[config.mk]
export PLATFORM = sky130hd
export DESIGN_NAME = lrc_step
export DESIGN_NICKNAME = d
export VERILOG_FILES = /design/src/lrc_pkg.sv /design/src/lrc_step.sv
export SDC_FILE = /design/constraint.sdc
export NUM_CORES = 1
export LEC_CHECK = 0
export BUFFER_PORTS_ARGS = -buffer_cell sky130_fd_sc_hd__buf_2
export CORE_AREA = 4 4 185 187
export DETAILED_ROUTE_END_ITERATION = 6
export DIE_AREA = 0 0 189 191
export PLACE_DENSITY = 0.67
export SYNTH_ARGS = -nofsm -noshare
export SYNTH_HDL_FRONTEND = slang
export SYNTH_SLANG_ARGS = --single-unit
[constraint.sdc]
create_clock -name vclk -period 17
set_input_delay 0.85 -clock vclk [all_inputs]
set_output_delay 0.85 -clock vclk [all_outputs]
set_load 0.01 [all_outputs]
[src/lrc_pkg.sv]
// Shared types, constants and the CRC-32 byte step for the log record checker.
package lrc_pkg;

    // Reflected CRC-32 polynomial; CRC_TABLE_1 is entry 1 of the matching byte table.
    localparam logic [31:0] CRC_POLY      = 32'hEDB8_8320;
    localparam logic [31:0] CRC_TABLE_1   = 32'h7707_3096;
    localparam logic [31:0] CRC_INIT      = 32'hFFFF_FFFF;
    localparam logic [31:0] LIMIT_DEFAULT = 32'd64 * 32'd1024 * 32'd1024;
    localparam logic [7:0]  BYTE_MASK     = 8'hFF;

    // Header layout: check word at 0..3, type at 4, key length 5..8, value length 9..12
    localparam logic [3:0] HDR_TYPE_POS  = 4'd4;
    localparam logic [3:0] HDR_KEY_LAST  = 4'd8;
    localparam logic [3:0] HDR_LAST      = 4'd12;

    localparam logic [1:0] VERDICT_GOOD     = 2'd0;
    localparam logic [1:0] VERDICT_MISMATCH = 2'd1;
    localparam logic [1:0] VERDICT_LENGTH   = 2'd2;

    typedef enum logic [1:0] {
        PH_HEADER = 2'd0,
        PH_KEY    = 2'd1,
        PH_VALUE  = 2'd2,
        PH_HALT   = 2'd3
    } t_phase;

    typedef struct packed {
        t_phase      phase;
        logic [3:0]  hdr_pos;
        logic [31:0] check_word;
        logic [7:0]  kind_byte;
        logic [31:0] key_count;
        logic [31:0] value_count;
        logic [31:0] bytes_left;
        logic [31:0] running_crc;
    } t_state;

    typedef struct packed {
        logic        byte_valid;
        logic        in_value;
        logic [7:0]  data_byte;
        logic        last_of_record;
        logic [7:0]  record_type;
        logic [1:0]  verdict;
        logic [31:0] key_length;
        logic [31:0] value_length;
    } t_result;

    // One byte of the reflected CRC, eight shift steps
    function automatic logic [31:0] crc_byte(input logic [31:0] c, input logic [7:0] b);
        logic [31:0] r;
        r = c ^ {24'd0, b & BYTE_MASK};
        for (int i = 0; i < 8; i++) begin
            r = r[0] ? ((r >> 1) ^ CRC_POLY) : (r >> 1);
        end
        return r;
    endfunction

endpackage

[src/lrc_step.sv]
// Next-state and result logic for one log byte of the record checker.
module lrc_step (
    input  lrc_pkg::t_state  i_state,
    input  logic [31:0]      i_length_limit,
    input  logic [7:0]       i_log_byte,
    input  logic             i_first_of_log,
    output lrc_pkg::t_state  o_state,
    output logic             o_res_valid,
    output lrc_pkg::t_result o_result
);

    lrc_pkg::t_state st;
    lrc_pkg::t_state nx;
    logic            finish;
    logic [31:0]     left_dec;

    always_comb begin
        st = i_state;
        // a start mark abandons any partial record and clears the halt
        if (i_first_of_log) begin
            st.phase       = lrc_pkg::PH_HEADER;
            st.hdr_pos     = '0;
            st.running_crc = lrc_pkg::CRC_INIT;
        end

        nx          = st;
        finish      = 1'b0;
        left_dec    = st.bytes_left - 32'd1;
        o_res_valid = 1'b0;
        o_result    = '0;

        unique case (st.phase)
            lrc_pkg::PH_HALT: begin
                // bytes are dropped
            end
            lrc_pkg::PH_HEADER: begin
                if (st.hdr_pos < lrc_pkg::HDR_TYPE_POS) begin
                    nx.check_word = {i_log_byte, st.check_word[31:8]};
                end else begin
                    nx.running_crc = lrc_pkg::crc_byte(st.running_crc, i_log_byte);
                    if (st.hdr_pos == lrc_pkg::HDR_TYPE_POS) begin
                        nx.kind_byte = i_log_byte;
                    end else if (st.hdr_pos <= lrc_pkg::HDR_KEY_LAST) begin
                        nx.key_count = {i_log_byte, st.key_count[31:8]};
                    end else begin
                        nx.value_count = {i_log_byte, st.value_count[31:8]};
                    end
                end
                if (st.hdr_pos != lrc_pkg::HDR_LAST) begin
                    nx.hdr_pos = st.hdr_pos + 4'd1;
                end else begin
                    nx.hdr_pos = '0;
                    if (nx.key_count > i_length_limit || nx.value_count > i_length_limit) begin
                        nx.phase                = lrc_pkg::PH_HALT;
                        o_res_valid             = 1'b1;
                        o_result.last_of_record = 1'b1;
                        o_result.verdict        = lrc_pkg::VERDICT_LENGTH;
                    end else if (nx.key_count != '0) begin
                        nx.phase      = lrc_pkg::PH_KEY;
                        nx.bytes_left = nx.key_count;
                    end else if (nx.value_count != '0) begin
                        nx.phase      = lrc_pkg::PH_VALUE;
                        nx.bytes_left = nx.value_count;
                    end else begin
                        finish      = 1'b1;
                        o_res_valid = 1'b1;
                    end
                end
            end
            lrc_pkg::PH_KEY, lrc_pkg::PH_VALUE: begin
                nx.running_crc      = lrc_pkg::crc_byte(st.running_crc, i_log_byte);
                nx.bytes_left       = left_dec;
                o_res_valid         = 1'b1;
                o_result.byte_valid = 1'b1;
                o_result.in_value   = (st.phase == lrc_pkg::PH_VALUE);
                o_result.data_byte  = i_log_byte;
                if (left_dec == '0) begin
                    if (st.phase == lrc_pkg::PH_KEY && st.value_count != '0) begin
                        nx.phase      = lrc_pkg::PH_VALUE;
                        nx.bytes_left = st.value_count;
                    end else begin
                        finish = 1'b1;
                    end
                end
            end
            default: begin
            end
        endcase

        // end of record: compare finished CRC against the stored one
        if (finish) begin
            o_result.last_of_record = 1'b1;
            if (~nx.running_crc == nx.check_word) begin
                o_result.verdict = lrc_pkg::VERDICT_GOOD;
                nx.phase         = lrc_pkg::PH_HEADER;
            end else begin
                o_result.verdict = lrc_pkg::VERDICT_MISMATCH;
                nx.phase         = lrc_pkg::PH_HALT;
            end
            nx.hdr_pos     = '0;
            nx.running_crc = lrc_pkg::CRC_INIT;
        end

        o_result.record_type  = nx.kind_byte;
        o_result.key_length   = nx.key_count;
        o_result.value_length = nx.value_count;
        o_state               = nx;
    end

endmodule

==> metrics.yaml <==
cap_viol_max_count: 0
yosysTopAreaCellShare: 0.08845
setup_viol: 0
synth_most_common_cell: "nor2_1"
first_global_vias: 13560
grt_pass1_wl_mm: 92.23
cts_setup_buffers: 0
gp_congestion: 1.026
cts_resized: 0
drt-pass1-iter-count: 5
hpwl_mm: 54.33
postCtsHoldBufs: 0
seq_cell_count: 0
postSynthCellCount: 1540
core_sq_um: 32450
synth_top_family_by_area: "compound AO/OA/AOI/OAI gates"
nets: 2143
crit_buf_inv: 6
period_minus_slack_ns: 9.217
grt_overflow: 0
drc_errors: 0
worstPathMaxFanout: 75
cp.required_ns: 16.15
cp-end-kind: "primary output"
path_class: "in -> out"
num_rows: 66
floorplan.initialDensity: 0.3138
fin_cells: 2300
synth_area_per_cell_sq_um: 6.613
cp_top_family: "simple AND/OR/NAND/NOR gates"
status: "complete, no violations"
yosys.area.top_type: "ha_1"
synth.distinct_cells: 89
routedWlPerCell_um: 28.50
synth_fa_ha_area_frac: 0.08845
worstPathCellList: "buf_2 > buf_4 > clkinv_1 > nand2_1 > ha_1 > nand3b_1 > a21oi_4 > buf_4 > mux2i_1 > inv_1 > ha_1 > nand3_1 > nor4_1 > nand4_1 > or4_1 > a32oi_1 > o211ai_1 > nand2b_1 > nor2_4 > o21ai_4 > a221o_1 > buf_2"
min_delay_path_depth: 3
grt_max_degree: 76
rsz0062_at_grt: "no"
vias: 13740
maxSlewHeadroom: 0.2565
ys.warnings.count: 0
finalWirelength_mm: 65.55
synth_simple_gate_area_frac: 0.2505
worst_ep_arrival_time_ns: 8.37
startpoint_type: "primary input"
portBuffers: 475
crit_path_max_incr_delay_ns: 0.87
die_w_um: 189
antenna_found_initial: 5
routed_via_density: 5.973
synth.area.mux_share: 0.1093
num-fill-cells: 3610
crit_slowest_cell: "clkinv_1"
fp.dieH_um: 191
io_pins: 475
final_hold_viol_count: 0
nClkBuffers: 0
synth_compound_area_frac: 0.2784
track_usage: 0.3407
synthTopCellsByCount: "nor2_1, a21oi_1, inv_1"
fmax_mhz: 108.5
ys_seq_area_frac: 0
hold_path_class: "in -> out"
drtIter0Drc: 1492
setup_tns_ns: 0
syn_nets: 1827
area_growth_pct: 19.96
synthTopCellsByArea: "ha_1, a21oi_1, nor2_1"
min_to: "o_result[67]"
drive_gt1_frac: 0.3058
hp-start: "i_state[129]"
fin_crit_sh: 0.5422
antenna_left: 0
worstMarginPinSlew_ns: 1.110
synth_xor_area_frac: 0.1271
dp.cells: 2296
dieArea_sq_um: 36100
area.sequential_sq_um: 0
maxSlewViolCount: 0
synth_area_sq_um: 10180
==> layout by cell type (no fill, tap or decap), drive strengths merged, types with 21 or more instances in the layout <==
master,n
ha,72
nand3,29
buf,490
inv,115
o21a,21
mux2,42
nor2,188
nor3,41
a21oi,156
xnor2,75
nor4,33
mux2i,64
o21ai,70
xor2,26
nand4,28
nand2,104
and2,21
==> metrics by stage <==
stage | worst slack (ns) | hold WS, ns | utilization | cell area, sq um
after floorplan | 9.127 | 1.843 | - | 10180
after global placement | 8.278 | 2.029 | 0.3762 | 12210
after detailed placement | 8.032 | 2.034 | 0.3762 | 12210
after CTS | 8.016 | 2.035 | 0.3762 | 12210
after global routing | 7.307 | 2.052 | 0.3762 | 12210
final | 7.783 | 2.032 | 0.3765 | 12220
==> per-layer routing <==
metal,share of wire,vias to the layer above,track usage
met5,0.00012,-,0
met4,0.092,2,0.2441
met3,0.089,229,0.05004
met2,0.46,981,0.5868
met1,0.35,6411,0.3855
li1,-,6115,-
==> final cells by class <==
cell class	count	area (sq um)	share of cell area
multi-input cells	1247	8726	0.7142
repair buffers	490	2490	0.2038
well taps	442	553.0	0.04526
inverters	117	439.2	0.03594
diodes	4	10.01	0.0008193
==> worst max path at each step <==
stage	start	end	slack (ns)	cells after the start
2_1_floorplan	i_first_of_log	o_state[42]	9.13	26
3_3_place_gp	i_first_of_log	o_state[44]	8.28	22
3_5_place_dp	i_first_of_log	o_state[46]	8.03	22
4_1_cts	i_first_of_log	o_state[46]	8.02	22
5_1_grt	i_first_of_log	o_state[40]	7.31	22
6_report	i_first_of_log	o_state[42]	7.78	22
==> tightest hold or removal path, delay by kind of cell <==
kind	cells	cell delay [ns]
buffers and inverters	2	0.19
muxes	1	0.14
==> cells by family (layout without fill, tap and decap cells) <==
group | count (synthesis) | after routing
AO/OA/AOI/OAI | 428 | 428
XOR/XNOR | 119 | 119
adder cells (fa/ha/maj) | 72 | 72
buffers and inverters | 293 | 607
multiplexers | 106 | 106
other | 0 | 4
AND/OR/NAND/NOR | 522 | 522
